**config.mk**
```make
export PLATFORM = sky130hd
export DESIGN_NAME = lpm_log_cell
export DESIGN_NICKNAME = d
export VERILOG_FILES = /design/src/rtl/lpm_pkg.sv /design/src/rtl/lpm_log_cell.sv
export SDC_FILE = /design/constraint.sdc
export NUM_CORES = 2
export LEC_CHECK = 0
export BUFFER_PORTS_ARGS = -buffer_cell sky130_fd_sc_hd__buf_2
export CAP_MARGIN = 25
export CELL_PAD_IN_SITES_DETAIL_PLACEMENT = 0
export CELL_PAD_IN_SITES_GLOBAL_PLACEMENT = 1
export CORE_ASPECT_RATIO = 1.75
export CORE_MARGIN = 4
export CORE_UTILIZATION = 52
export DETAILED_ROUTE_END_ITERATION = 8
export PLACE_DENSITY_LB_ADDON = 0.15
export SETUP_SLACK_MARGIN = 0.02
export SLEW_MARGIN = 20
export SYNTH_ARGS = -nofsm -noshare
export SYNTH_HDL_FRONTEND = slang
export SYNTH_SLANG_ARGS = --single-unit
```
**constraint.sdc**
```tcl
create_clock -name clock -period 8.5 [get_ports clock]
set_input_delay 0.425 -clock clock [delete_from_list [all_inputs] [get_ports clock]]
set_output_delay 0.425 -clock clock [all_outputs]
set_load 0.03 [all_outputs]
```
**src/rtl/lpm_pkg.sv**
```systemverilog
// Shared constants, types and tables for the log-polar coordinate map generator.
package lpm_pkg;

   localparam int COORD_BITS    = 12;
   localparam int CORDIC_STAGES = 16;
   localparam int PIX_BITS      = 12;
   localparam int CTR_BITS      = 16;
   localparam int CU            = (COORD_BITS < PIX_BITS) ? COORD_BITS : PIX_BITS;
   localparam int DW            = ((CU + 4 > CTR_BITS) ? CU + 4 : CTR_BITS) + 1;
   localparam int SQW           = 2 * DW;
   localparam int VW            = SQW + 8;
   localparam int RW            = VW / 2;
   localparam int RMW           = RW + 2;
   localparam int FB            = 24;
   localparam int UW            = RW + FB + 1;
   localparam int NSH           = $clog2(UW);
   localparam int MW            = 31;
   localparam int LIW           = $clog2(RW + 1);
   localparam int LW            = LIW + FB;
   localparam int LNPW          = LW + 25;
   localparam int CPW           = LW + 25;
   localparam int COL_SH        = FB + 12 - 8;
   localparam int CW            = CPW - COL_SH;
   localparam int XW            = DW + FB + 2;
   localparam int ZW            = 28;
   localparam int THW           = 19;
   localparam int RRW           = ZW - 8;
   localparam int OFW           = 20;
   localparam int PHW           = 22;
   localparam int GW            = 24;
   localparam int PRW           = PHW + GW + 1;
   localparam int ROW_SH        = 20;
   localparam int RQW           = PRW - ROW_SH;
   localparam int COL_W         = 20;
   localparam int ROW_W         = 21;

   localparam logic signed [ZW-1:0]  PI_Q24      = ZW'(52707179);
   localparam logic signed [ZW-1:0]  TWO_PI_Q24  = ZW'(105414357);
   localparam logic [THW-1:0]        PI_Q16      = THW'(205887);
   localparam logic [RRW-1:0]        TWO_PI_RR   = RRW'(411775);
   localparam logic [THW-1:0]        TWO_PI_Q16  = THW'(411775);
   localparam logic signed [PHW-1:0] TWO_PI_PHI  = PHW'(411775);
   localparam logic [FB-1:0]         LN2_Q24     = FB'(11629080);
   localparam logic [CW-1:0]         COL_MAX     = CW'(1048575);
   localparam logic signed [RQW-1:0] ROW_MAX     = RQW'(1048575);
   localparam logic signed [RQW-1:0] ROW_MIN     = -RQW'(1048576);

   localparam int ST_SQ   = 1;
   localparam int ST_ROOT = ST_SQ + RW;
   localparam int ST_CORD = ST_SQ + CORDIC_STAGES;
   localparam int ST_ANG  = ST_CORD + 1;
   localparam int ST_PHI  = ST_ANG + 1;
   localparam int ST_RPR  = ST_PHI + 1;
   localparam int ST_RSAT = ST_RPR + 1;
   localparam int ST_U    = ST_ROOT + 1;
   localparam int ST_N1   = ST_U + 1;
   localparam int ST_N2   = ST_N1 + 1;
   localparam int ST_LOG  = ST_N2 + FB;
   localparam int ST_LN   = ST_LOG + 1;
   localparam int ST_COL  = ST_LN + 1;
   localparam int ST_OUT  = ST_COL + 1;
   localparam int DEPTH   = ST_OUT + 1;
   localparam int ROW_DLY = ST_OUT - ST_RSAT;

   localparam int CSR_IDX_W  = 3;
   localparam int CSR_DATA_W = 24;
   localparam logic [CSR_IDX_W-1:0] CSR_CENTER_X     = 3'd0;
   localparam logic [CSR_IDX_W-1:0] CSR_CENTER_Y     = 3'd1;
   localparam logic [CSR_IDX_W-1:0] CSR_INV_SCALE    = 3'd2;
   localparam logic [CSR_IDX_W-1:0] CSR_RHO_GAIN     = 3'd3;
   localparam logic [CSR_IDX_W-1:0] CSR_ANGLE_OFFSET = 3'd4;
   localparam logic [CSR_IDX_W-1:0] CSR_PHI_GAIN     = 3'd5;

   typedef struct packed {
      logic [VW-1:0]  v;
      logic [RMW-1:0] rem;
      logic [RW-1:0]  root;
   } sqrt_type;

   typedef struct packed {
      logic signed [XW-1:0] x;
      logic signed [XW-1:0] y;
      logic signed [ZW-1:0] z;
      logic                 spec;
      logic                 neg;
   } cordic_type;

   typedef struct packed {
      logic [MW-1:0]  m;
      logic [FB-1:0]  f;
      logic [LIW-1:0] li;
   } log_type;

   function automatic logic signed [ZW-1:0] atan_q24(input logic [4:0] idx);
      logic signed [ZW-1:0] a;
      case (idx)
         5'd0:  a = ZW'(13176795);
         5'd1:  a = ZW'(7778716);
         5'd2:  a = ZW'(4110060);
         5'd3:  a = ZW'(2086331);
         5'd4:  a = ZW'(1047214);
         5'd5:  a = ZW'(524117);
         5'd6:  a = ZW'(262123);
         5'd7:  a = ZW'(131069);
         5'd8:  a = ZW'(65536);
         5'd9:  a = ZW'(32768);
         5'd10: a = ZW'(16384);
         5'd11: a = ZW'(8192);
         5'd12: a = ZW'(4096);
         5'd13: a = ZW'(2048);
         5'd14: a = ZW'(1024);
         5'd15: a = ZW'(512);
         5'd16: a = ZW'(256);
         5'd17: a = ZW'(128);
         5'd18: a = ZW'(64);
         5'd19: a = ZW'(32);
         5'd20: a = ZW'(16);
         5'd21: a = ZW'(8);
         5'd22: a = ZW'(4);
         5'd23: a = ZW'(2);
         default: a = '0;
      endcase
      return a;
   endfunction

endpackage

```
**src/rtl/lpm_log_cell.sv**
```systemverilog
// One squaring cell that resolves one fraction bit of the base-two logarithm.
module lpm_log_cell (
   input  logic             clock,
   input  logic             en,
   input  lpm_pkg::log_type stage_i,
   output lpm_pkg::log_type stage_o
);
   import lpm_pkg::*;

   log_type         stage_ff;
   log_type         stage_in;
   logic [2*MW-1:0] prod;
   logic [MW:0]     t;

   always_comb begin
      prod        = stage_i.m * stage_i.m;
      t           = prod[2*MW-1:MW-1];
      stage_in.li = stage_i.li;
      if (t[MW]) begin
         stage_in.m = t[MW:1];
         stage_in.f = {stage_i.f[FB-2:0], 1'b1};
      end else begin
         stage_in.m = t[MW-1:0];
         stage_in.f = {stage_i.f[FB-2:0], 1'b0};
      end
   end

   always_ff @(posedge clock) begin
      if (en) begin
         stage_ff <= stage_in;
      end
   end

   assign stage_o = stage_ff;
endmodule

```
# Word level (Yosys, flattened, before mapping)
# Cells that the tools add are included.
[totals]
ff_bits = 60
latchBits = 0
mem_bits_rw = 0
romBits = 0
input_bits = 62
mem_count = 0
[op_classes]
n_addsub = 0
multipliers = 1
div = 0
n_lt_le_gt_ge = 0
eq_ne = 0
n_shift = 0
mux = 1
bitwise_logic = 0
reduce_logical = 0
[ops]
columns = ["operator", "count"]
rows = [
  ["multiplier 31 x 31 -> 62 bit", 1],
  ["two-way mux 54 bit", 1],
]

# Logic depth before layout (Yosys ltp)
[logic_depth]
word_depth = 2
mapped_depth = 30
ltp_nobuf = 27

# Worst setup path after synthesis
# Ideal clock, no wire load.
[synth_path]
path_kind = "input to register"
startpoint = "input port stage_i[54] in the netlist's numbering"
endpoint = "register stage_ff (netlist bit stage_o[53]), data pin"
setup_time_ps = 260
t_arrival_ps = 7324
setup_slack_ps = 917
path_stages = 27
path_buffers = 2
cell_sequence = "clkbuf_1 > clkbuf_1 > nand2_1 > fa_1 > fa_1 > inv_1 > fa_1 > inv_1 > fa_1 > inv_1 > fa_1 > fa_1 > fa_1 > inv_1 > fa_1 > inv_1 > ha_1 > a21oi_1 > o21ai_2 > o21bai_1 > a21oi_1 > o21ai_1 > a2111oi_4 > o31ai_2 > a41oi_1 > xnor2_1 > mux2_2"
[synth_rtl]
columns = ["element", "line", "rtl"]
rows = [
  ["start: declaration", "lpm_log_cell.sv:5", "input lpm_pkg::log_type stage_i,"],
  ["end signal: assignment", "lpm_log_cell.sv:30", "stage_ff <= stage_in;"],
  ["end: declaration", "lpm_log_cell.sv:10", "log_type stage_ff;"],
]

==> results.sh <==
export IMPL_fill_cells=5104
export IMPL_placed_area_um2=31430
export IMPL_max_slew_worst_pin_slew_ns=0.7563
export IMPL_arrival_ns=8.11
export IMPL_ys_flop_type="edfxtp_1"
export IMPL_dieArea_um2=60570
export IMPL_clock_path_buffers=2
export IMPL_via_count=20520
export IMPL_root_buffer="clkbuf_16"
export IMPL_synth_seq_cells=60
export IMPL_drv_cap=0
export IMPL_largest_register_ffs=60
export IMPL_routed_via_density=5.303
export IMPL_hpwl_um=69220
export IMPL_die_h_um=322.6
export IMPL_cts_sinks=60
export IMPL_rsz0062_at_grt="no"
export IMPL_area_growth_pct=7.965
export IMPL_grt_pass1_vias=24120
export IMPL_layout_drive_gt1_share=0.1026
export IMPL_cp_start_kind="input pin"
export IMPL_synth_cell_types=65
export IMPL_post_cts_buffers=0
export IMPL_fin_setup_tns_ns=0
export IMPL_synth_area_leaders="fa_1, inv_1, ha_1"
export IMPL_drv_slew=0
export IMPL_critPathMaxFanout=19
export IMPL_finalWirelength_um=79590
export IMPL_n_antenna_cell=0
export IMPL_mostFrequentLayoutCells="inv_1, fa_1, nand2_1"
export IMPL_critPathCaptureType="flip-flop"
export IMPL_ys_async_sr_fraction=0
export IMPL_synth_fp_nets=4094
export IMPL_wire_per_inst_um=20.57
export IMPL_max_slew_margin_rel=0.4958
export IMPL_critical_path_class="in2reg"
export IMPL_htreeDepth=3
export IMPL_synth_avg_cell_area_um2=9.750
export IMPL_fin_crit_sh=0.9456
export IMPL_first_pass_iters=5
export IMPL_numCtsBuffers=9
export IMPL_status="completed"
export IMPL_drt_iter0_drc=762
export IMPL_drc=0
export IMPL_crit_end="stage_o[46]$_DFFE_PP_"
export IMPL_synth_edf_count=60
export IMPL_grt_max_degree=61
export IMPL_cts_hold_repair_buffers=0
export IMPL_layout_setup_ws_ns=0.4621
export IMPL_final_cell_area_um2=31750
export IMPL_clk_pin_slew_ns=0.05
export IMPL_place_ws_ns=0.1253
export IMPL_cts_tree="yes"
export IMPL_ant_nets=0
export IMPL_layout_min_cycle_time_ns=8.038
export IMPL_critical_path_required_ns=8.57
export IMPL_hold_class="in2reg"
export IMPL_yosys_warnings=0
export IMPL_hold_viol=0
export IMPL_rows=115
export IMPL_crit_path_start="stage_i[36]"
export IMPL_core_area_um2=56120
export IMPL_pin_count=122
export IMPL_fmax_ghz=0.1244
export IMPL_nets=4240
export IMPL_cts_resized=0
export IMPL_setup_viol=0
export IMPL_port_buffer_count=120
export IMPL_initial_utilization=0.5240
export IMPL_antenna_found_initial=0
export IMPL_multi_input_area_um2=23700
export IMPL_die_w_um=187.8
export IMPL_seq_area_um2=1802
export IMPL_overflow=0
export IMPL_syn_inst=3016
export IMPL_gp_congestion=0.9060
export IMPL_grt_usage=0.2744
export IMPL_grt_pass1_wl_um=128100
export IMPL_yosysTopAreaCellShare=0.5085
export IMPL_seq_area_frac_synth=0.06127
export IMPL_synth_top_area_cell="fa_1"
export IMPL_layout_commonest_cell="inv_1"
export IMPL_syn_area_um2=29410
==> per-stage QoR <==
stage | utilization | hold slack, ns | std cells
final | 0.5658 | 0.2747 | 3869
after global routing | 0.5658 | 0.2610 | 3869
after CTS | 0.5658 | 0.2603 | 3869
after detailed placement | 0.5602 | 0.6033 | 3853
after global placement | 0.5602 | 0.6012 | 3853
after floorplan | - | 0.5239 | 3016
==> how the worst min path moves through the flow <==
stage,startpoint,to,depth (start not counted)
floorplan,stage_i[0],stage_o[0]$_DFFE_PP_,0
detailed placement,stage_i[25],stage_o[26]$_DFFE_PP_,1
global route,stage_i[6],stage_o[7]$_DFFE_PP_,1
global placement,stage_i[10],stage_o[11]$_DFFE_PP_,1
finish,stage_i[10],stage_o[11]$_DFFE_PP_,1
CTS,stage_i[6],stage_o[7]$_DFFE_PP_,1
==> synthesized netlist by cell type, types with 26 or more instances <==
library cell    n
inv_1         911
fa_1          747
nand2_1       292
ha_1          269
and2_1        192
clkbuf_1       98
a21oi_1        66
edfxtp_1       60
nor2_1         54
o21ai_0        44
xnor2_1        32
xor2_1         28
a21o_1         26
==> worst max-delay path: stages <==
cell and delay, ns:
buf_2 0.46, buf_4 0.30, inv_1 0.10, nor2_1 0.26, inv_1 0.09, fa_1 0.36, inv_1 0.07, fa_1 0.43
fa_1 0.52, inv_1 0.05, fa_1 0.48, inv_1 0.06, fa_1 0.49, fa_1 0.61, fa_1 0.46, fa_1 0.47
ha_1 0.41, nand4_1 0.15, nor4_2 0.34, nand2_1 0.11, o31ai_2 0.34, o21ai_2 0.14, a21oi_2 0.21, buf_4 0.15
a31oi_1 0.09, xnor2_1 0.20, mux2_4 0.29
==> cell families after synthesis <==
kind of cell,Yosys count,share of synthesized area
flip-flops,60,0.06127
buffers and inverters,1024,0.1327
multiplexers,33,0.01532
AO/OA/AOI/OAI,203,0.04587
XOR/XNOR,61,0.01881
adder cells (fa/ha/maj),1016,0.6230
AND/OR/NAND/NOR,619,0.1030
==> metal layers <==
layer  up-vias  share of wire  track usage
li1       9100              -            -
met2       497           0.59       0.5521
met1     10690           0.32       0.2770
met3       231          0.028      0.02057
met4         0          0.069       0.1463
met5         -              0            0
==> cell type report <==
type,count,area share
multi-input cells,1932,0.7465
inverters,912,0.1078
flip-flops and latches,60,0.05675
repair buffers,247,0.05131
well taps,702,0.02767
clock buffers,9,0.007094
clock inverters,7,0.002837
Power is left out: the tool's default activity adds up to more than one toggle a clock period on the data nets, which glitch-free logic cannot reach.
