==> config.mk <==
export PLATFORM = sky130hd
export DESIGN_NAME = lpm_cordic_cell
export DESIGN_NICKNAME = d
export VERILOG_FILES = /design/src/rtl/lpm_pkg.sv /design/src/rtl/lpm_cordic_cell.sv
export SDC_FILE = /design/constraint.sdc
export NUM_CORES = 1
export LEC_CHECK = 0
export CAP_MARGIN = 20
export CORE_MARGIN = 2
export CORE_UTILIZATION = 45
export DETAILED_ROUTE_END_ITERATION = 10
export DONT_BUFFER_PORTS = 1
export GPL_TIMING_DRIVEN = 1
export PLACE_DENSITY_LB_ADDON = 0.25
export SLEW_MARGIN = 20
export SYNTH_ARGS = -nofsm -noshare
export SYNTH_HDL_FRONTEND = slang
export SYNTH_SLANG_ARGS = --single-unit
==> constraint.sdc <==
create_clock -name clock -period 6.9 [get_ports clock]
set_clock_uncertainty 0.1 [all_clocks]
set_input_delay 0.69 -clock clock [delete_from_list [all_inputs] [get_ports clock]]
set_output_delay 0.69 -clock clock [all_outputs]
set_load 0.005 [all_outputs]
==> src/rtl/lpm_pkg.sv <==
// Shared constants, types and tables for the log-polar coordinate map generator.
package lpm_pkg;

   localparam int COORD_BITS    = 12;
   localparam int CORDIC_STAGES = 16;
   localparam int PIX_BITS      = 12;
   localparam int CTR_BITS      = 16;
   localparam int CU            = (COORD_BITS < PIX_BITS) ? COORD_BITS : PIX_BITS;
   localparam int DW            = ((CU + 4 > CTR_BITS) ? CU + 4 : CTR_BITS) + 1;
   localparam int SQW           = 2 * DW;
   localparam int VW            = SQW + 8;
   localparam int RW            = VW / 2;
   localparam int RMW           = RW + 2;
   localparam int FB            = 24;
   localparam int UW            = RW + FB + 1;
   localparam int NSH           = $clog2(UW);
   localparam int MW            = 31;
   localparam int LIW           = $clog2(RW + 1);
   localparam int LW            = LIW + FB;
   localparam int LNPW          = LW + 25;
   localparam int CPW           = LW + 25;
   localparam int COL_SH        = FB + 12 - 8;
   localparam int CW            = CPW - COL_SH;
   localparam int XW            = DW + FB + 2;
   localparam int ZW            = 28;
   localparam int THW           = 19;
   localparam int RRW           = ZW - 8;
   localparam int OFW           = 20;
   localparam int PHW           = 22;
   localparam int GW            = 24;
   localparam int PRW           = PHW + GW + 1;
   localparam int ROW_SH        = 20;
   localparam int RQW           = PRW - ROW_SH;
   localparam int COL_W         = 20;
   localparam int ROW_W         = 21;

   localparam logic signed [ZW-1:0]  PI_Q24      = ZW'(52707179);
   localparam logic signed [ZW-1:0]  TWO_PI_Q24  = ZW'(105414357);
   localparam logic [THW-1:0]        PI_Q16      = THW'(205887);
   localparam logic [RRW-1:0]        TWO_PI_RR   = RRW'(411775);
   localparam logic [THW-1:0]        TWO_PI_Q16  = THW'(411775);
   localparam logic signed [PHW-1:0] TWO_PI_PHI  = PHW'(411775);
   localparam logic [FB-1:0]         LN2_Q24     = FB'(11629080);
   localparam logic [CW-1:0]         COL_MAX     = CW'(1048575);
   localparam logic signed [RQW-1:0] ROW_MAX     = RQW'(1048575);
   localparam logic signed [RQW-1:0] ROW_MIN     = -RQW'(1048576);

   localparam int ST_SQ   = 1;
   localparam int ST_ROOT = ST_SQ + RW;
   localparam int ST_CORD = ST_SQ + CORDIC_STAGES;
   localparam int ST_ANG  = ST_CORD + 1;
   localparam int ST_PHI  = ST_ANG + 1;
   localparam int ST_RPR  = ST_PHI + 1;
   localparam int ST_RSAT = ST_RPR + 1;
   localparam int ST_U    = ST_ROOT + 1;
   localparam int ST_N1   = ST_U + 1;
   localparam int ST_N2   = ST_N1 + 1;
   localparam int ST_LOG  = ST_N2 + FB;
   localparam int ST_LN   = ST_LOG + 1;
   localparam int ST_COL  = ST_LN + 1;
   localparam int ST_OUT  = ST_COL + 1;
   localparam int DEPTH   = ST_OUT + 1;
   localparam int ROW_DLY = ST_OUT - ST_RSAT;

   localparam int CSR_IDX_W  = 3;
   localparam int CSR_DATA_W = 24;
   localparam logic [CSR_IDX_W-1:0] CSR_CENTER_X     = 3'd0;
   localparam logic [CSR_IDX_W-1:0] CSR_CENTER_Y     = 3'd1;
   localparam logic [CSR_IDX_W-1:0] CSR_INV_SCALE    = 3'd2;
   localparam logic [CSR_IDX_W-1:0] CSR_RHO_GAIN     = 3'd3;
   localparam logic [CSR_IDX_W-1:0] CSR_ANGLE_OFFSET = 3'd4;
   localparam logic [CSR_IDX_W-1:0] CSR_PHI_GAIN     = 3'd5;

   typedef struct packed {
      logic [VW-1:0]  v;
      logic [RMW-1:0] rem;
      logic [RW-1:0]  root;
   } sqrt_type;

   typedef struct packed {
      logic signed [XW-1:0] x;
      logic signed [XW-1:0] y;
      logic signed [ZW-1:0] z;
      logic                 spec;
      logic                 neg;
   } cordic_type;

   typedef struct packed {
      logic [MW-1:0]  m;
      logic [FB-1:0]  f;
      logic [LIW-1:0] li;
   } log_type;

   function automatic logic signed [ZW-1:0] atan_q24(input logic [4:0] idx);
      logic signed [ZW-1:0] a;
      case (idx)
         5'd0:  a = ZW'(13176795);
         5'd1:  a = ZW'(7778716);
         5'd2:  a = ZW'(4110060);
         5'd3:  a = ZW'(2086331);
         5'd4:  a = ZW'(1047214);
         5'd5:  a = ZW'(524117);
         5'd6:  a = ZW'(262123);
         5'd7:  a = ZW'(131069);
         5'd8:  a = ZW'(65536);
         5'd9:  a = ZW'(32768);
         5'd10: a = ZW'(16384);
         5'd11: a = ZW'(8192);
         5'd12: a = ZW'(4096);
         5'd13: a = ZW'(2048);
         5'd14: a = ZW'(1024);
         5'd15: a = ZW'(512);
         5'd16: a = ZW'(256);
         5'd17: a = ZW'(128);
         5'd18: a = ZW'(64);
         5'd19: a = ZW'(32);
         5'd20: a = ZW'(16);
         5'd21: a = ZW'(8);
         5'd22: a = ZW'(4);
         5'd23: a = ZW'(2);
         default: a = '0;
      endcase
      return a;
   endfunction

endpackage

==> src/rtl/lpm_cordic_cell.sv <==
// One vectoring rotation cell of the angle chain.
module lpm_cordic_cell (
   input  logic                clock,
   input  logic                en,
   input  logic [4:0]          idx,
   input  lpm_pkg::cordic_type stage_i,
   output lpm_pkg::cordic_type stage_o
);
   import lpm_pkg::*;

   cordic_type           stage_ff;
   cordic_type           stage_in;
   logic signed [XW-1:0] xs;
   logic signed [XW-1:0] ys;
   logic signed [ZW-1:0] at;

   always_comb begin
      xs            = stage_i.x >>> idx;
      ys            = stage_i.y >>> idx;
      at            = atan_q24(idx);
      stage_in.spec = stage_i.spec;
      stage_in.neg  = stage_i.neg;
      if (stage_i.y > 0) begin
         stage_in.x = stage_i.x + ys;
         stage_in.y = stage_i.y - xs;
         stage_in.z = stage_i.z + at;
      end else begin
         stage_in.x = stage_i.x - ys;
         stage_in.y = stage_i.y + xs;
         stage_in.z = stage_i.z - at;
      end
   end

   always_ff @(posedge clock) begin
      if (en) begin
         stage_ff <= stage_in;
      end
   end

   assign stage_o = stage_ff;
endmodule

* Word-level counts from Yosys, hierarchy flattened
Memory sizes are Yosys's and may differ from the RTL's.
Index checks and enable logic that the tools add are counted.
** Operators by class
- $lt $le $gt $ge :: 1
- Muxes and demuxes :: 1
- Shift operators :: 2
- Add/subtract/negate cells :: 6
** Operators with widths (number)
- 114-bit 2-to-1 mux :: 1
- 43-bit adder :: 2
- 43-bit by 5-bit >>> shifter with 43-bit output :: 2
- 43-bit subtractor :: 2
- 43-bit by 1-bit greater-than comparator with 1-bit output (second input constant) :: 1
- 28-bit adder :: 1
- 28-bit subtractor :: 1
** Word-level totals
- Memories :: 1
- Register bits after elaboration :: 116
- Bits of input ports :: 123
- Bits in read-only memories :: 768
** Memory list
- (no name shown) :: words 32, width 24, rd ports 1, clocked after Yosys merged registers in 0, write ports 0, RTL line lpm_pkg.sv:96 : case (idx)

* Logic depth before layout (Yosys ltp)
Gate-level depths: netlist of run 1.
- Depth after elaboration :: 3
- Depth in mapped cells :: 31
- Gate-level depth less buffers :: 24

* Least setup slack after synthesis of run 1
OpenSTA, ideal clock, no wires.
- Kind :: input port to flip-flop
- From :: input idx[4]
- To :: register stage_ff, in the netlist stage_o[71] (data pin)
- Path buffers :: 9
- Cell stages on the path :: 27
- Required time :: 6542 ps
- Setup time :: 258 ps
- Arrival :: 6689 ps
- Setup slack :: -146 ps
- Cells stage by stage :: buf_2 clkbuf_1 clkbuf_1 clkbuf_1 clkbuf_1 buf_1 clkbuf_1 clkbuf_1 nand3_1 a21boi_0 ha_1 inv_1 nor2_1 a21oi_1 xnor2_1 ha_1 clkbuf_1 a21oi_1 o221ai_1 o31ai_1 o31ai_1 a211oi_1 o21ai_0 a2111oi_0 o311ai_0 a21oi_1 xnor2_1
** RTL lines
- start, declared :: RTL line lpm_cordic_cell.sv:5 : input logic [4:0] idx,
- end signal, assigned :: RTL line lpm_cordic_cell.sv:36 : stage_ff <= stage_in;
- end, declared :: RTL line lpm_cordic_cell.sv:11 : cordic_type stage_ff;

==> impl_metrics.py, run 1 <==
metrics = {
    "clock_network": {
        "post-cts-setup-buffers": 0,
        "clk_path_buf_depth": 2,
        "clockRootBuffer": "clkbuf_16",
        "htreeDepth": 4,
        "ctsResizeCount": 0,
        "tritoncts": "built",
        "clk_pin_slew_ps": 60,
        "cts_buffers": 17,
        "cts_hold_buf": 0,
        "cts_sinks": 116,
    },
    "synth": {
        "yosys.area.top_type_share": 0.1842,
        "synth-seq-cells": 116,
        "syn_area_sq_mm": 0.01891,
        "synth_top_family_by_area": "compound AO/OA/AOI/OAI gates",
        "synth-compound-area-share": 0.2204,
        "post_synth_inst_count": 2124,
        "synth_fa_ha_area_frac": 0.08852,
        "synthesis.nets": 2379,
        "post-synth-top-area-cell": "edfxtp_1",
        "async_flop_share": 0,
        "yosysSeqAreaShare": 0.1842,
        "synth.area.mux_share": 0.2178,
        "synth-simple-area-share": 0.1500,
        "yosys_warnings": 0,
        "synthFlopType": "edfxtp_1",
        "synth.distinct_cells": 94,
        "avgSynthCellArea_sq_um": 8.904,
        "synth.most_common_cell": "nand2_1",
        "synthXorXnorAreaFrac": 0.08799,
        "synth_edf_count": 116,
        "synth_common_cells": "nand2_1, a21oi_1, nor2_1, ha_1, xnor2_1",
        "synth_area_leaders": "edfxtp_1, mux4_2, ha_1",
    },
    "worst_hold_path": {
        "hold_path_startpoint": "stage_i[1]",
        "whs_path_depth": 0,
        "holdPathEnd": "stage_o[1]",
        "hold_path_class": "in2reg",
    },
    "finish": {
        "area_delta_synth_final_pct": 7.694,
        "antennaDiodeCount": 0,
        "largest_reg_flops": 116,
        "final_nets": 2375,
        "drive_gt1_frac": 0.1575,
    },
    "worst_setup_path": {
        "crit_fanout": 154,
        "worstPathRequired_ps": 7010,
        "worst-setup-path-type": "in2reg",
        "worstSetupEndpointType": "flip-flop",
        "worstPathArrival_ps": 6570,
        "start_kind": "input pin",
    },
    "drt": {
        "wire_per_inst_microns": 27.81,
        "drc": 0,
        "first_iter_violations": 1946,
        "via_count": 18218,
        "vias_per_cell": 6.818,
        "routed_wirelength_mm": 74.31,
        "antenna_left": 0,
        "drt_pass1_iterations": 6,
    },
    "pwr": {
        "power.density_mw_per_mm2": 209.3,
        "p_leak_nw": 7.967,
        "ir_worst_vdd_mv": 0.1693,
    },
    "timing": {
        "finalHoldViolations": 0,
        "period_needed_ps": 6451,
        "rsz0062_at_grt": "no",
        "worstMarginPinSlew_ps": 1218,
        "whs_ps": 203.4,
        "timing.fmax_mhz": 155.0,
        "drv_slew": 0,
        "relSlewSlack": 0.1862,
        "setup_viol_count_final": 0,
        "tns_ps": 0,
        "fin_crit_sh": 0.9350,
    },
    "flow_run": {
        "maxCapViolCount": 0,
    },
    "global_route": {
        "grt_pass1_vias": 16998,
        "antenna_found_initial": 0,
        "grt_pass1_wl_mm": 110.7,
        "grt_usage": 0.3363,
        "overflow": 0,
        "grt_max_degree": 155,
    },
    "place": {
        "io_buffers": 0,
        "gp_congestion": 1.047,
        "dpl.hpwl_mm": 57.59,
    },
    "floorplan": {
        "die_y_microns": 209.0,
        "dieArea_sq_mm": 0.04369,
        "start_util": 0.4529,
        "ios": 239,
        "die_x_microns": 209.0,
        "num_rows": 75,
        "core_area_sq_mm": 0.04176,
    },
    "status": {
        "status": "finished clean",
    },
}
worst max-delay path: stages:
cell and delay, ps:
mux4_2 600, mux2i_1 660, o22ai_1 210, nor3_1 180, buf_4 180, nand4_1 150, nor3_2 340, nand2b_2 160
inv_1 80, a21oi_1 70, xor2_1 170, ha_1 420, nand3_1 120, a211oi_1 220, nand2_1 120, a211oi_1 460
o41ai_1 150, buf_4 160, o21ai_0 290, o21ai_0 160, buf_4 170, o21ai_0 310, a21boi_0 180, xnor2_1 170
where the power goes:
group	leakage, nW	switching [W]	internal [W]	total [W]
sequential	1.14	0.0000979	0.00107	0.00117
combinational	6.53	0.00121	0.000964	0.00217
clock	0.298	0.000355	0.000567	0.000923
total	7.97	0.00166	0.00260	0.00426
logic make-up after synthesis:
kind of cell    count (synthesis)
compound gates                631
simple gates                  584
mux                           274
buf+inv                       197
xor+xnor                      190
fa+ha+maj                     132
flops                         116
per-stage QoR:
| step | setup slack, ps | total power, W | area (sq um) | util | std cells |
|---|---|---|---|---|---|
| after global routing | 289.1 | 0.004514 | 20370 | 0.4878 | 2672 |
| after detailed placement | 204.1 | 0.003305 | 19760 | 0.4732 | 2640 |
| after CTS | 722.3 | 0.004263 | 20370 | 0.4878 | 2672 |
| after global placement | 234.7 | 0.003297 | 19760 | 0.4732 | 2640 |
| final | 448.8 | 0.004264 | 20370 | 0.4878 | 2672 |
| after floorplan | 35.64 | 0.002747 | 18920 | - | 2124 |
layout by cell type, fill, tap and decap left out, types with 17 or more instances in the layout:
| master | instances |
|---|---|
| buf_4 | 104 |
| a21oi_1 | 164 |
| nand4_1 | 17 |
| nand2b_1 | 27 |
| mux4_2 | 105 |
| clkbuf_16 | 17 |
| nor2_1 | 151 |
| a211oi_1 | 24 |
| xnor2_1 | 129 |
| a31oi_1 | 21 |
| edfxtp_1 | 116 |
| nand3_1 | 42 |
| o21ai_0 | 122 |
| mux2_2 | 47 |
| o211ai_1 | 25 |
| nor2b_1 | 29 |
| xor2_1 | 61 |
| nand2_1 | 175 |
| nor3_1 | 38 |
| inv_1 | 63 |
| ha_1 | 129 |
| o22ai_1 | 34 |
| a21o_1 | 45 |
| mux2i_1 | 121 |
| o21a_1 | 26 |
area by class of cell:
type                            count  area (sq um)
Clock inverter                     15         182.7
Inverter                           65         244.0
Fill cell                        3952         21390
Sequential cell                   116          3483
Multi-Input combinational cell   1811         14480
Tap cell                          539         674.4
Timing Repair Buffer              109         880.8
Clock buffer                       17         425.4
worst max path at each step:
stage / depth (start not counted) / start / to / slack [ps]
2_1_floorplan: 30 / idx[2] / stage_o[29] / 40
3_3_place_gp: 21 / idx[0] / stage_o[29] / 230
3_5_place_dp: 21 / idx[0] / stage_o[29] / 200
4_1_cts: 21 / idx[0] / stage_o[29] / 720
5_1_grt: 24 / idx[0] / stage_o[109] / 290
6_report: 24 / idx[0] / stage_o[109] / 450
per-layer routing:
metal	global-route usage	share of wire
met3	0.07018	0.084
met1	0.4502	0.42
met5	0	0
met4	0.1360	0.040
met2	0.5306	0.45
(Power assumes the default switching activity.)
==> run 2, diff against run 1 <==
- CORE_UTILIZATION: 45 -> 31
==> run 2 against run 1 <==
First-iteration DRC count is 9.4% higher; critical path depth is 3 lower; cell count is 12% higher; global-route usage is 8.3 points lower; power is 2.5% higher; non-clock buffer count is 74 higher; largest cell class unchanged; count of clock-buffer cells in the layout stayed put; wire length is 9.9% higher; via count is 0.23% higher.
==> impl_metrics.py, run 2 (synthesis gave the netlist of run 1 again) <==
metrics = {
    "finish": {
        "largest_reg_flops": 116,
        "final_nets": 2449,
        "register_area_sq_mm": 0.003483,
        "final_common_cell": "buf_4",
        "nFillCells": 6236,
        "drive_gt1_frac": 0.1858,
        "multi_input_area_sq_mm": 0.01449,
        "area_delta_synth_final_pct": 11.98,
        "final_cell_mix": "buf_4, nand2_1, a21oi_1",
    },
    "worst_setup_path": {
        "start_kind": "input pin",
        "worstSetupEndpointType": "flip-flop",
        "worst-setup-path-type": "in2reg",
        "critical_path.max_stage_delay_ps": 720,
        "worstPathArrival_ps": 6860,
        "crit_chain": "mux4_2 -> mux2i_1 -> o22ai_1 -> nor3_1 -> buf_4 -> nand3_1 -> nor3b_1 -> a31oi_1 -> xor2_1 -> ha_1 -> a21o_1 -> a311oi_1 -> nor2_1 -> nor4b_1 -> a211oi_1 -> o21ai_0 -> a311o_1 -> buf_4 -> o21ai_0 -> a221oi_1 -> xnor2_1",
        "critPathSlowestCell": "mux4_2",
        "crit_fanout": 154,
        "worstPathRequired_ps": 7030,
    },
    "timing": {
        "finalHoldViolations": 0,
        "period_needed_ps": 6723,
        "drv_slew": 0,
        "fin_ws_ps": 176.8,
        "worstMarginPinSlew_ps": 916.8,
        "rsz0062_at_grt": "no",
        "relSlewSlack": 0.3874,
        "timing.fmax_mhz": 148.7,
        "setup_viol_count_final": 0,
        "fin_crit_sh": 0.9744,
        "tns_ps": 0,
    },
    "drt": {
        "first_iter_violations": 2128,
        "antenna_left": 0,
        "routed_wirelength_mm": 81.64,
        "vias_per_cell": 6.107,
        "wire_per_inst_microns": 27.30,
        "drc": 0,
        "drt_pass1_iterations": 7,
        "via_count": 18260,
    },
    "floorplan": {
        "die_y_microns": 251,
        "ios": 239,
        "core_area_sq_mm": 0.06036,
        "die_x_microns": 251,
        "num_rows": 90,
        "start_util": 0.3133,
        "dieArea_sq_mm": 0.06300,
    },
    "clock_network": {
        "clk_pin_slew_ps": 70,
        "ctsResizeCount": 0,
        "cts_sinks": 116,
        "tritoncts": "built",
        "cts_hold_buf": 0,
        "post-cts-setup-buffers": 0,
        "cts_buffers": 17,
        "clockRootBuffer": "clkbuf_16",
        "htreeDepth": 4,
        "clk_path_buf_depth": 2,
    },
    "global_route": {
        "grt_max_degree": 155,
        "overflow": 0,
        "grt_usage": 0.2537,
        "antenna_found_initial": 2,
        "grt_pass1_wl_mm": 119.6,
        "grt_pass1_vias": 17663,
    },
    "pwr": {
        "ir_worst_vdd_mv": 0.1742,
        "pwr-share-clk": 0.215,
        "p_leak_nw": 8.300,
        "cellInternalPower_w": 0.002647,
        "p_sw_frac": 0.3946,
        "power.density_mw_per_mm2": 206.4,
        "seqPwrFrac": 0.270,
        "p_sw_w": 0.001725,
        "comb_power_share": 0.516,
    },
    "place": {
        "gp_congestion": 1.010,
        "dpl.hpwl_mm": 64.12,
        "pre_cts_ws_ps": 161.7,
        "io_buffers": 0,
    },
    "worst_hold_path": {
        "whs_path_depth": 0,
        "hold_path_class": "in2reg",
        "hold_path_startpoint": "stage_i[0]",
        "holdPathEnd": "stage_o[0]",
    },
    "status": {
        "status": "finished clean",
    },
    "flow_run": {
        "maxCapViolCount": 0,
    },
}
-- run 2: routing by layer --
layer  wire length [microns]  global-route usage  vias up
met5                      45                   0        -
met4                    3452              0.1073        6
met3                    7616             0.07496      160
met2                   36760              0.3964      868
met1                   33770              0.3255     8891
li1                        -                   -     8335
-- run 2: worst max path at each step --
stage	slack, ps	from	to
floorplan	40	idx[2]	stage_o[29]
global placement	190	idx[0]	stage_o[71]
detailed placement	160	idx[1]	stage_o[70]
CTS	650	idx[1]	stage_o[70]
global route	40	idx[0]	stage_o[70]
finish	180	idx[0]	stage_o[112]
-- run 2: final cells by class --
cell class,count,share of cell area
Clock buffer,17,0.02009
Inverter,65,0.01152
Clock inverter,15,0.008034
Antenna cell,1,0.0001182
Multi-Input combinational cell,1811,0.6841
Timing Repair Buffer,183,0.06546
Tap cell,782,0.04620
Sequential cell,116,0.1645
-- run 2: worst max-delay path, delay by kind of cell --
family	cells	cell delay, ps
simple gates	5	1340
xor+xnor	2	270
fa+ha+maj	1	360
buf+inv	2	360
compound gates	9	2260
mux	2	1290
-- run 2: metrics by stage --
stage / power, W / std cells / area, sq um / hold slack, ps / util
after global placement: 0.003409 / 2957 / 20580 / 689.0 / 0.3409
final: 0.004372 / 2990 / 21180 / 201.0 / 0.3509
after global routing: 0.004654 / 2989 / 21180 / 168.2 / 0.3509
after detailed placement: 0.003416 / 2957 / 20580 / 689.0 / 0.3409
after floorplan: 0.002747 / 2124 / 18920 / 688.9 / -
after CTS: 0.004401 / 2989 / 21170 / 147.4 / 0.3508
-- run 2: power groups by stage --
stage,Combinational [W],Sequential (W),Clock (W)
after floorplan,0.00159,0.00115,0
after global placement,0.00220,0.00120,0
after detailed placement,0.00221,0.00120,0
after CTS,0.00223,0.00119,0.000977
after global routing,0.00246,0.00120,0.000993
final,0.00225,0.00118,0.000938
