`src/rtl/lpm_pkg.sv`:
```
// Shared constants, types and tables for the log-polar coordinate map generator.
package lpm_pkg;

   localparam int COORD_BITS    = 12;
   localparam int CORDIC_STAGES = 16;
   localparam int PIX_BITS      = 12;
   localparam int CTR_BITS      = 16;
   localparam int CU            = (COORD_BITS < PIX_BITS) ? COORD_BITS : PIX_BITS;
   localparam int DW            = ((CU + 4 > CTR_BITS) ? CU + 4 : CTR_BITS) + 1;
   localparam int SQW           = 2 * DW;
   localparam int VW            = SQW + 8;
   localparam int RW            = VW / 2;
   localparam int RMW           = RW + 2;
   localparam int FB            = 24;
   localparam int UW            = RW + FB + 1;
   localparam int NSH           = $clog2(UW);
   localparam int MW            = 31;
   localparam int LIW           = $clog2(RW + 1);
   localparam int LW            = LIW + FB;
   localparam int LNPW          = LW + 25;
   localparam int CPW           = LW + 25;
   localparam int COL_SH        = FB + 12 - 8;
   localparam int CW            = CPW - COL_SH;
   localparam int XW            = DW + FB + 2;
   localparam int ZW            = 28;
   localparam int THW           = 19;
   localparam int RRW           = ZW - 8;
   localparam int OFW           = 20;
   localparam int PHW           = 22;
   localparam int GW            = 24;
   localparam int PRW           = PHW + GW + 1;
   localparam int ROW_SH        = 20;
   localparam int RQW           = PRW - ROW_SH;
   localparam int COL_W         = 20;
   localparam int ROW_W         = 21;

   localparam logic signed [ZW-1:0]  PI_Q24      = ZW'(52707179);
   localparam logic signed [ZW-1:0]  TWO_PI_Q24  = ZW'(105414357);
   localparam logic [THW-1:0]        PI_Q16      = THW'(205887);
   localparam logic [RRW-1:0]        TWO_PI_RR   = RRW'(411775);
   localparam logic [THW-1:0]        TWO_PI_Q16  = THW'(411775);
   localparam logic signed [PHW-1:0] TWO_PI_PHI  = PHW'(411775);
   localparam logic [FB-1:0]         LN2_Q24     = FB'(11629080);
   localparam logic [CW-1:0]         COL_MAX     = CW'(1048575);
   localparam logic signed [RQW-1:0] ROW_MAX     = RQW'(1048575);
   localparam logic signed [RQW-1:0] ROW_MIN     = -RQW'(1048576);

   localparam int ST_SQ   = 1;
   localparam int ST_ROOT = ST_SQ + RW;
   localparam int ST_CORD = ST_SQ + CORDIC_STAGES;
   localparam int ST_ANG  = ST_CORD + 1;
   localparam int ST_PHI  = ST_ANG + 1;
   localparam int ST_RPR  = ST_PHI + 1;
   localparam int ST_RSAT = ST_RPR + 1;
   localparam int ST_U    = ST_ROOT + 1;
   localparam int ST_N1   = ST_U + 1;
   localparam int ST_N2   = ST_N1 + 1;
   localparam int ST_LOG  = ST_N2 + FB;
   localparam int ST_LN   = ST_LOG + 1;
   localparam int ST_COL  = ST_LN + 1;
   localparam int ST_OUT  = ST_COL + 1;
   localparam int DEPTH   = ST_OUT + 1;
   localparam int ROW_DLY = ST_OUT - ST_RSAT;

   localparam int CSR_IDX_W  = 3;
   localparam int CSR_DATA_W = 24;
   localparam logic [CSR_IDX_W-1:0] CSR_CENTER_X     = 3'd0;
   localparam logic [CSR_IDX_W-1:0] CSR_CENTER_Y     = 3'd1;
   localparam logic [CSR_IDX_W-1:0] CSR_INV_SCALE    = 3'd2;
   localparam logic [CSR_IDX_W-1:0] CSR_RHO_GAIN     = 3'd3;
   localparam logic [CSR_IDX_W-1:0] CSR_ANGLE_OFFSET = 3'd4;
   localparam logic [CSR_IDX_W-1:0] CSR_PHI_GAIN     = 3'd5;

   typedef struct packed {
      logic [VW-1:0]  v;
      logic [RMW-1:0] rem;
      logic [RW-1:0]  root;
   } sqrt_type;

   typedef struct packed {
      logic signed [XW-1:0] x;
      logic signed [XW-1:0] y;
      logic signed [ZW-1:0] z;
      logic                 spec;
      logic                 neg;
   } cordic_type;

   typedef struct packed {
      logic [MW-1:0]  m;
      logic [FB-1:0]  f;
      logic [LIW-1:0] li;
   } log_type;

   function automatic logic signed [ZW-1:0] atan_q24(input logic [4:0] idx);
      logic signed [ZW-1:0] a;
      case (idx)
         5'd0:  a = ZW'(13176795);
         5'd1:  a = ZW'(7778716);
         5'd2:  a = ZW'(4110060);
         5'd3:  a = ZW'(2086331);
         5'd4:  a = ZW'(1047214);
         5'd5:  a = ZW'(524117);
         5'd6:  a = ZW'(262123);
         5'd7:  a = ZW'(131069);
         5'd8:  a = ZW'(65536);
         5'd9:  a = ZW'(32768);
         5'd10: a = ZW'(16384);
         5'd11: a = ZW'(8192);
         5'd12: a = ZW'(4096);
         5'd13: a = ZW'(2048);
         5'd14: a = ZW'(1024);
         5'd15: a = ZW'(512);
         5'd16: a = ZW'(256);
         5'd17: a = ZW'(128);
         5'd18: a = ZW'(64);
         5'd19: a = ZW'(32);
         5'd20: a = ZW'(16);
         5'd21: a = ZW'(8);
         5'd22: a = ZW'(4);
         5'd23: a = ZW'(2);
         default: a = '0;
      endcase
      return a;
   endfunction

endpackage

```
`src/rtl/lpm_sqrt_cell.sv`:
```
// One restoring square root cell that resolves one root bit per cycle while enabled.
module lpm_sqrt_cell (
   input  logic              clock,
   input  logic              en,
   input  lpm_pkg::sqrt_type stage_i,
   output lpm_pkg::sqrt_type stage_o
);
   import lpm_pkg::*;

   sqrt_type       stage_ff;
   sqrt_type       stage_in;
   logic [RMW-1:0] rem_sh;
   logic [RMW-1:0] trial;

   always_comb begin
      rem_sh     = {stage_i.rem[RMW-3:0], stage_i.v[VW-1:VW-2]};
      trial      = {stage_i.root, 2'b01};
      stage_in.v = {stage_i.v[VW-3:0], 2'b00};
      if (rem_sh >= trial) begin
         stage_in.rem  = rem_sh - trial;
         stage_in.root = {stage_i.root[RW-2:0], 1'b1};
      end else begin
         stage_in.rem  = rem_sh;
         stage_in.root = {stage_i.root[RW-2:0], 1'b0};
      end
   end

   always_ff @(posedge clock) begin
      if (en) begin
         stage_ff <= stage_in;
      end
   end

   assign stage_o = stage_ff;
endmodule

```
`config.mk`:
```
export PLATFORM = sky130hd
export DESIGN_NAME = lpm_sqrt_cell
export DESIGN_NICKNAME = d
export VERILOG_FILES = /design/src/rtl/lpm_pkg.sv /design/src/rtl/lpm_sqrt_cell.sv
export SDC_FILE = /design/constraint.sdc
export NUM_CORES = 1
export LEC_CHECK = 0
export BUFFER_PORTS_ARGS = -buffer_cell sky130_fd_sc_hd__buf_2
export CAP_MARGIN = 25
export CORE_MARGIN = 4
export CORE_UTILIZATION = 52
export CTS_CLUSTER_SIZE = 10
export DETAILED_ROUTE_END_ITERATION = 10
export GPL_TIMING_DRIVEN = 0
export PLACE_DENSITY = 0.86
export SLEW_MARGIN = 20
export SYNTH_ARGS = -nofsm -noshare
export SYNTH_HDL_FRONTEND = slang
export SYNTH_SLANG_ARGS = --single-unit
```
`constraint.sdc`:
```
create_clock -name clock -period 9.2 [get_ports clock]
set_clock_uncertainty 0.2 [all_clocks]
set_input_delay 2.76 -clock clock [delete_from_list [all_inputs] [get_ports clock]]
set_output_delay 2.76 -clock clock [all_outputs]
set_load 0.005 [all_outputs]
```
==> Word-level counts from Yosys, hierarchy flattened <==
Index checks and enable logic that the tools add are counted.
{ "word_totals": {"ff_bits": 84, "in_bits": 88, "out_inout_bits": 86, "wordCells": 6} }
{ "classes": {"addsub": 1, "n_lt_le_gt_ge": 1, "n_mux": 1} }
{ "op_table": {"columns": ["operator", "count"], "rows": [
  ["$mux 44", 1],
  ["$ge 23x23->1", 1],
  ["$sub 23x23->23", 1]
]} }

==> Logic depth before layout (Yosys ltp) <==
Gate-level depths: netlist of run 1.
{ "depth": {"depth_word": 2, "depth_mapped": 11, "depth_no_buf": 9} }

==> Worst setup path before layout of run 1 <==
OpenSTA, ideal clock, no wires.
{ "synth_timing": {"kind": "input -> register", "startpoint": "input port stage_i[0] in the netlist's numbering", "endpoint": "register stage_ff, in the netlist stage_o[39], data pin", "setup_ns": 0.142, "t_arrival_ns": 4.862, "t_required_ns": 8.858, "slack_ns": 3.995, "stages": 9, "path_buffers": 0, "cell_sequence": "inv_1 ha_1 nor2b_1 o31a_1 o31a_1 a2111o_1 and3_1 a311o_1 o21ai_2"} }
{ "synth_rtl": {"columns": ["item", "line_no", "text"], "rows": [
  ["start, declared", "lpm_sqrt_cell.sv:5", "input lpm_pkg::sqrt_type stage_i,"],
  ["end signal, assigned", "lpm_sqrt_cell.sv:30", "stage_ff <= stage_in;"],
  ["end, declared", "lpm_sqrt_cell.sv:10", "sqrt_type stage_ff;"]
]} }

==> results of run 1 <==
metrics by stage:
stage | instances | worst slack [ns]
after CTS | 627 | 3.56
after detailed placement | 611 | 3.23
final | 627 | 3.59
after global routing | 627 | 3.36
after global placement | 610 | 3.30
after floorplan | 339 | 4.00
power by group:
| part | internal (mW) | switching, mW | leakage [nW] | total [mW] |
|---|---|---|---|---|
| logic | 0.0841 | 0.108 | 1.45 | 0.192 |
| clock network | 0.133 | 0.149 | 0.109 | 0.283 |
| registers | 0.465 | 0.00849 | 0.821 | 0.473 |
| total | 0.682 | 0.266 | 2.38 | 0.948 |
cell usage after synthesis (2+ instances only):
cell type   n
a211oi_1    5
a21o_1      5
a21oi_1    28
a31o_2      2
a31oi_1     4
and3_1      4
buf_2       2
buf_4       2
clkbuf_1    7
edfxtp_1   84
ha_1       23
inv_1      28
mux2i_1     3
nand2_1    33
nand2b_1    2
nand3_1     8
nand3b_1    2
nand4_1     4
nor2_1     14
nor2b_1     3
nor3_1      5
o211ai_1    2
o21a_1      4
o21ai_0     7
o21ai_1    19
o21bai_1    2
o31a_1      2
o41ai_1     2
xnor2_1     9
xor2_1      8
cells in the final DEF, fill, tap and decap left out, drive strengths merged, types with 2 or more instances in the layout:
cell type and instances:
inv 34, o211ai 2, o41ai 2, nand4 4, nand3b 2, xnor2 9
a211oi 6, nor2 14, o21ai 27, mux2i 3, xor2 8, a21o 5
nand2 33, edfxtp 84, clkbuf 16, nand3 8, ha 23, a31o 2
nand2b 2, o31a 2, a31oi 4, nor3 5, o21bai 2, o21a 4
conb 2, nor2b 3, buf 174, a21oi 28, and3 4
how the worst max path moves through the flow:
stage                           start           to  slack (ns)  depth (start not counted)
after floorplan            stage_i[0]  stage_o[39]        4.00                          9
after global placement    stage_i[12]  stage_o[42]        3.30                         11
after detailed placement  stage_i[12]  stage_o[42]        3.23                         11
after CTS                 stage_i[12]  stage_o[42]        3.56                         11
after global routing      stage_i[12]  stage_o[36]        3.36                         11
final                     stage_i[12]  stage_o[36]        3.59                         11
cells by family (layout without fill, tap and decap cells):
group | after synthesis | in the layout | synth area share, %
buffers and inverters | 39 | 225 | 3.82
muxes | 4 | 4 | 1.01
DFF | 84 | 84 | 61.6
other | 1 | 2 | 0.0916
and+or+nand+nor | 79 | 79 | 8.90
xor gates and xnor gates | 17 | 17 | 3.64
AOI/OAI and AO/OA | 91 | 91 | 13.9
adders and majority gates | 23 | 23 | 7.03
layout make-up:
cell class                 count  area, um^2
inverter                      28         105
timing repair buffer         170         876
tap                          102         128
clock inverter                 7        87.6
buffer                        11        51.3
sequential                    84        2520
fill                         588        2380
clock buffer                   9         124
multi-input combinational    216        1420
per-layer routing:
metal / global-route usage (%) / part of all wire (%) / vias up
li1: - / - / 1618
met1: 26.5 / 39 / 1594
met2: 39.5 / 50 / 159
met3: 8.22 / 8.4 / 24
met4: 6.59 / 2.4 / 0
met5: 0 / 0 / -
critical path, cell delays in order:
cell,delay [ns]
buf_2,0.09
inv_1,0.04
ha_1,0.27
clkbuf_1,0.20
a21oi_1,0.31
o21ai_1,0.13
nor3_1,0.31
a211oi_2,0.19
a41oi_1,0.51
clkbuf_1,0.50
o21ai_1,0.17
==> metrics.txt, run 1 <==
detailed-route DRC error count 0; vias in the first global route 3281; initial antenna violation count 0; Yosys reg bits 84; drt first-iter violations 191; area leader, netlist edfxtp_1; worst hold path endpoint stage_o[82]; Vias/cell 5.41; Reg clk slew, reported paths 0.09 ns; final slew viol count 0; Starting Density 53.2%; count of hold-fix buffers inserted at cts 0; Final HPWL DP 8.48 mm; ys flop type edfxtp_1; total gr overflow 0; Worst Hold Class primary input to flip-flop; pin count of the biggest net entering global routing 51; post-synth top area share 61.6%; CP Capture Type flip-flop; post-CTS setup buffer count 0; PwrDens 178 mW/mm^2; Total Nets Final 631; Clock Path Buffers 2; Yosys cell types 45; synthesized area 0.00409 mm^2; maximum level of the CTS H-tree 3; synth-to-layout area growth 29.8%; Area contributors post-synth edfxtp_1 62%, ha_1 7.0%, a21oi_1 3.4%, nand2_1 3.0%, inv_1 2.6%; Worst Min Path Start stage_i[80]; CORE AREA 0.00769 mm^2; clock sinks 84; worst-path fanout max 10; Fin Setup TNS 0 ns; diode count 0; final core occ 69.1%; Post-synth ARST share 0%; Detail Route Antenna Nets 0; Largest register FFs 84; unrepaired setup endpoints after global routing no; final wirelength 10.7 mm; Min-Delay Path Depth 1; slew margin rel. 62.1%; TritonCTS clock tree built; Setup CP Type primary input to flip-flop; Final Cycle Share 61.0%; mean area per synthesized cell 12.1 um^2; Max Fclk 178 MHz; TritonCTS buffer count 9; Fin Hold WS 2.37 ns; Final Hold Viols 0; Finished Cell Area 0.00531 mm^2; detailed-route via count 3395; first-pass GRT wire length 17.0 mm; FP Rows 32; Post-synth EDFFs 84; Routed WL per cell 17.1 um; final setup fails 0; die area 0.00935 mm^2; Least-Margin Pin Slew 0.564 ns; WP data required 9.09 ns; YS warnings 0; CP Launch Type primary input; Placed Area 0.00510 mm^2; Leak Pwr 2.38 nW; synthesized instance count 338; IO Count 174; Die Wd 96.7 um; I/O Buffers 169; layout cell share with drive strength beyond 1 37.3%; total power 0.948 mW; Post-CTS Resized 0; Die H 96.7 um; Max VDD drop 74.5 uV; Max Cap Violations 0; CTS Root Cell clkbuf_8; register area share after synthesis 61.6%; GRT Overall Usage 22.8%; Final Critical Period 5.61 ns; status finished, final reports clean; Worst EP arrival 5.49 ns; RePlAce Congestion 0.929; drt first pass iters 4
No activity file was read; power rests on OpenSTA's default activity.
==> inputs of run 2 (changes only) <==
Settings changed: CORE_UTILIZATION 52 to 48, PLACE_DENSITY 0.86 to 0.8.
Clock period 9.2 ns to 5.8 ns, I/O delays scaled along.
==> metrics.txt, run 2 (synthesis gave the netlist of run 1 again) <==
detailed-route DRC error count 0 (unchanged); switching share of power 27.2% (-0.79 points); detailed-route via count 3336 (-1.7%); drt first pass iters 4 (unchanged); post-CTS setup buffer count 0 (unchanged); CTS Root Cell clkbuf_8; Total Nets Final 631 (unchanged); Clock Power Share 28.4% (-1.4 points); worst-path fanout max 10 (unchanged); Least-Margin Pin Slew 0.573 ns (+0.00878 ns); final wirelength 10.7 mm (-0.13%); Fin Hold WS 1.36 ns (-1.01 ns); Largest register FFs 84 (unchanged); Max Fclk 220 MHz; TritonCTS buffer count 9 (unchanged); first-pass GRT wire length 16.5 mm (-2.4%); Final Critical Period 4.54 ns; Fin Setup TNS 0 ns (unchanged); maximum level of the CTS H-tree 3 (unchanged); Max VDD drop 136 uV (+83%); initial antenna violation count 0 (unchanged); fin cells 630 (+0.48%); switching power 0.402 mW (+51%); Placed Area 0.00510 mm^2 (about the same); Die Wd 100 um (+3.7%); Leak Pwr 2.36 nW (-0.79%); Post-CTS Resized 0 (unchanged); Finished Cell Area 0.00530 mm^2 (-0.31%); Detail Route Antenna Nets 0 (unchanged); Final Cycle Share 78.3%; CORE AREA 0.00826 mm^2 (+7.4%); Layout fillers 675 (+15%); Cell Int Power 1.07 mW (+57%); most frequent cells in the layout 170 x buf_2, 84 x edfxtp_1, 33 x nand2_1, 28 x inv_1, 28 x a21oi_1; Die H 100 um (+3.7%); CP max-delay cell a41oi_1; Final HPWL DP 8.38 mm (-1.2%); count of hold-fix buffers inserted at cts 0 (unchanged); diode count 0 (unchanged); Max Cap Violations 0 (unchanged); pin count of the biggest net entering global routing 48 (-5.9%); TritonCTS clock tree built; Clock Path Buffers 2 (unchanged); final slew viol count 0 (unchanged); final setup fails 0 (unchanged); status finished, final reports clean; Reg clk slew, reported paths 0.09 ns (about the same); final core occ 64.1% (-5.0 points); PwrDens 279 mW/mm^2 (+56%); synth-to-layout area growth 29.4%; vias in the first global route 3341 (+1.8%); Setup CP Type primary input to flip-flop; Routed WL per cell 17.0 um (-0.61%); WP data required 5.68 ns (-3.41 ns); worst slack, placed 0.843 ns (-2.39 ns); combinational share of power 20.7% (+0.5 points); RePlAce Congestion 0.885 (-4.7%); drt first-iter violations 184 (-3.7%); layout cell share with drive strength beyond 1 37.1% (-0.19 points); Vias/cell 5.30 (-2.2%); share of power burned in registers 50.9% (+1.0 points); Starting Density 49.6% (-3.7 points); CP Capture Type flip-flop; slew margin rel. 61.3% (-0.80 points); total power 1.48 mW (+56%); IO Count 174 (unchanged); total gr overflow 0 (unchanged); CP Launch Type primary input; Final Hold Viols 0 (unchanged); unrepaired setup endpoints after global routing no; I/O Buffers 169 (unchanged); Worst EP arrival 4.43 ns (-1.06 ns); Final Worst Setup Slack 1.26 ns (-2.33 ns); Worst Hold Class primary input to flip-flop; clock sinks 84 (unchanged); die area 0.0101 mm^2 (+7.6%); CP max stage delay 0.54 ns (+0.03 ns); critical path, cell by cell buf_2, inv_1, ha_1, clkbuf_1, a21oi_1, o21ai_1, nor3_1, a211oi_2, a41oi_1, clkbuf_1, o21ai_1; placed insts 614 (+0.49%); commonest non-fill, non-tap cell in the layout buf_2; GRT Overall Usage 20.9% (-1.9 points); FP Rows 33 (+3.1%)
[run 2: changes by cell type in the layout (fill, tap and decap cells not counted)]
| cell | before | now |
|---|---|---|
| clkinvlp_4 | 0 | 2 |
| inv_6 | 4 | 2 |
| buf_12 | 0 | 1 |
| buf_16 | 1 | 0 |
| inv_8 | 2 | 0 |
| clkinv_4 | 0 | 1 |
| clkbuf_1 | 7 | 8 |
[run 2: critical path: cells and delay by family]
kind / cells / cell delay (ns)
compound gates: 5 / 1.30
fa+ha+maj: 1 / 0.27
buf+inv: 4 / 0.81
simple gates: 1 / 0.31
[run 2: path summary, 6_finish.rpt]
kind               startpoint  cells after the start  slack, ns     endpoint
setup / recovery  stage_i[12]                     11       1.26  stage_o[42]
hold / removal    stage_i[60]                      1       1.36  stage_o[62]
[run 2: cell type report]
class	instances	area (um^2)	area share [%]
clock buffer	10	128	2.41
sequential	84	2520	47.6
multi-input combinational	216	1420	26.8
timing repair buffer	170	868	16.4
inverter	28	105	1.98
clock inverter	6	71.3	1.35
buffer	11	51.3	0.969
tap	105	131	2.48
[run 2: layer usage]
layer	track usage, %	up-vias	wire length [um]	part of all wire, %
met1	26.4	1547	4370	41
met3	4.31	20	873	8.2
met2	35.5	156	5180	48
met5	0	-	0	0
li1	-	1613	-	-
met4	7.36	0	258	2.4
[run 2: power groups by stage]
stage | clock [mW] | combinational (mW) | sequential (mW)
after floorplan | 0 | 0.151 | 0.775
after global placement | 0 | 0.295 | 0.764
after detailed placement | 0 | 0.305 | 0.765
after CTS | 0.430 | 0.306 | 0.752
after global routing | 0.460 | 0.341 | 0.756
final | 0.419 | 0.305 | 0.751
==> inputs of run 3 (changes only) <==
Settings changed: CORE_UTILIZATION 48 to 43, PLACE_DENSITY 0.8 to 0.76.
Clock period 5.8 ns to 3.8 ns, I/O delays scaled along.
==> metrics.txt, run 3 (synthesis gave the netlist of run 1 again) <==
Die Wd 106 um (+5.2%); first-pass GRT wire length 16.5 mm (-0.17%); diode count 0 (unchanged); total gr overflow 0 (unchanged); Setup CP Type primary input to flip-flop; Least-Margin Pin Slew 0.552 ns (-0.0205 ns); detailed-route via count 3297 (-1.2%); Vias/cell 5.04 (-4.8%); slew margin rel. 62.9% (+1.6 points); PwrDens 411 mW/mm^2 (+48%); Max Cap Violations 0 (unchanged); Clock Path Buffers 2 (unchanged); GRT Overall Usage 18.8% (-2.0 points); final wirelength 10.6 mm (-0.96%); maximum level of the CTS H-tree 3 (unchanged); worst-path fanout max 10 (unchanged); Max VDD drop 190 uV (+39%); final setup fails 0 (unchanged); Largest register FFs 84 (unchanged); Detail Route Antenna Nets 0 (unchanged); Starting Density 44.3% (-5.3 points); Final Critical Period 3.63 ns; CP Capture Type flip-flop; TritonCTS buffer count 9 (unchanged); total power 2.19 mW (+48%); Reg clk slew, reported paths 0.09 ns (about the same); die area 0.0111 mm^2 (+11%); FP Rows 35 (+6.1%); Leak Pwr 2.35 nW (-0.48%); clock sinks 84 (unchanged); CTS Root Cell clkbuf_8; Worst Min Path Start stage_i[80]; status finished, final reports clean; Final Hold Viols 0 (unchanged); IO Count 174 (unchanged); CORE AREA 0.00924 mm^2 (+12%); vias in the first global route 3298 (-1.3%); RePlAce Congestion 0.836 (-5.5%); Worst EP arrival 3.52 ns (-0.91 ns); worst hold path endpoint stage_o[82]; drt first-iter violations 147 (-20%); Die H 106 um (+5.2%); Total Nets Final 631 (unchanged); Fin Hold WS 0.758 ns (-0.605 ns); Final HPWL DP 8.29 mm (-1.1%); WP data required 3.70 ns (-1.98 ns); layout cell share with drive strength beyond 1 37.7% (+0.57 points); TritonCTS clock tree built; Worst Hold Class primary input to flip-flop; Fin Setup TNS 0 ns (unchanged); Routed WL per cell 16.2 um (-4.6%); I/O Buffers 169 (unchanged); synth-to-layout area growth 30.0%; drt first pass iters 4 (unchanged); detailed-route DRC error count 0 (unchanged); pin count of the biggest net entering global routing 46 (-4.2%); unrepaired setup endpoints after global routing no; final slew viol count 0 (unchanged); commonest non-fill, non-tap cell in the layout buf_2; initial antenna violation count 0 (unchanged); CP Launch Type primary input; Max Fclk 276 MHz; Min-Delay Path Depth 1 (unchanged); Final Cycle Share 95.4%; most frequent cells in the layout 170 x buf_2, 84 x edfxtp_1, 33 x nand2_1, 28 x inv_1, 28 x a21oi_1
==> run 3: cell count changes in the layout (fill, tap and decap cells not counted), sizes merged <==
cell | before | now
clkinv | 1 | 0
clkinvlp | 2 | 4
bufinv | 1 | 0
==> run 3: worst max path at each step <==
stage | startpoint | to | slack (ns) | cells past startpoint
finish | stage_i[12] | stage_o[42] | 0.17 | 11
global route | stage_i[12] | stage_o[42] | 0.02 | 11
CTS | stage_i[12] | stage_o[42] | 0.02 | 12
detailed placement | stage_i[12] | stage_o[42] | -0.50 | 11
global placement | stage_i[12] | stage_o[42] | -0.52 | 11
floorplan | stage_i[0] | stage_o[39] | 0.22 | 9
==> run 3: power breakdown <==
group	switching [mW]	leakage (nW)	internal, mW	total (mW)
logic	0.261	1.45	0.205	0.465
registers	0.0202	0.821	1.13	1.15
clock network	0.334	0.0755	0.242	0.576
total	0.615	2.35	1.57	2.19
==> run 3: routing by layer <==
metal	GRT usage, %	wire length, um	vias to the layer above
li1	-	-	1612
met1	22.9	4360	1540
met2	32.1	5190	135
met3	6.06	920	10
met4	5.46	109	0
met5	0	0	-
==> run 3: critical path, cell delays in order <==
cell and delay [ns]:
buf_2 0.09, inv_1 0.04, ha_1 0.28, clkbuf_1 0.18, a21oi_1 0.23, o21ai_1 0.12
nor3_1 0.40, a211oi_4 0.16, a41oi_2 0.39, clkbuf_2 0.34, o21ai_1 0.13
==> run 3: repair_timing <==
item                       CTS  global route
setup endpoints to repair   10            22
hold buffers                 0             0
gates resized for setup      1             4
setup buffers                0             0
==> run 3: stage by stage <==
| stage | std cells | utilization, % | area [um^2] | worst slack, ns |
|---|---|---|---|---|
| global route | 654 | 57.6 | 5320 | 0.0202 |
| CTS | 654 | 57.4 | 5300 | 0.0166 |
| finish | 654 | 57.6 | 5320 | 0.174 |
| detailed placement | 638 | 55.5 | 5130 | -0.504 |
| global placement | 637 | 55.2 | 5100 | -0.519 |
| floorplan | 339 | - | 4100 | 0.215 |
==> run 3: cell type report <==
cell class | instances | area, um^2
Inverter | 28 | 105
Sequential cell | 84 | 2520
Clock inverter | 6 | 47.5
Clock buffer | 10 | 128
Buffer | 11 | 53.8
Tap cell | 129 | 161
Timing Repair Buffer | 170 | 868
Multi-Input combinational cell | 216 | 1430
Fill cell | 789 | 3920
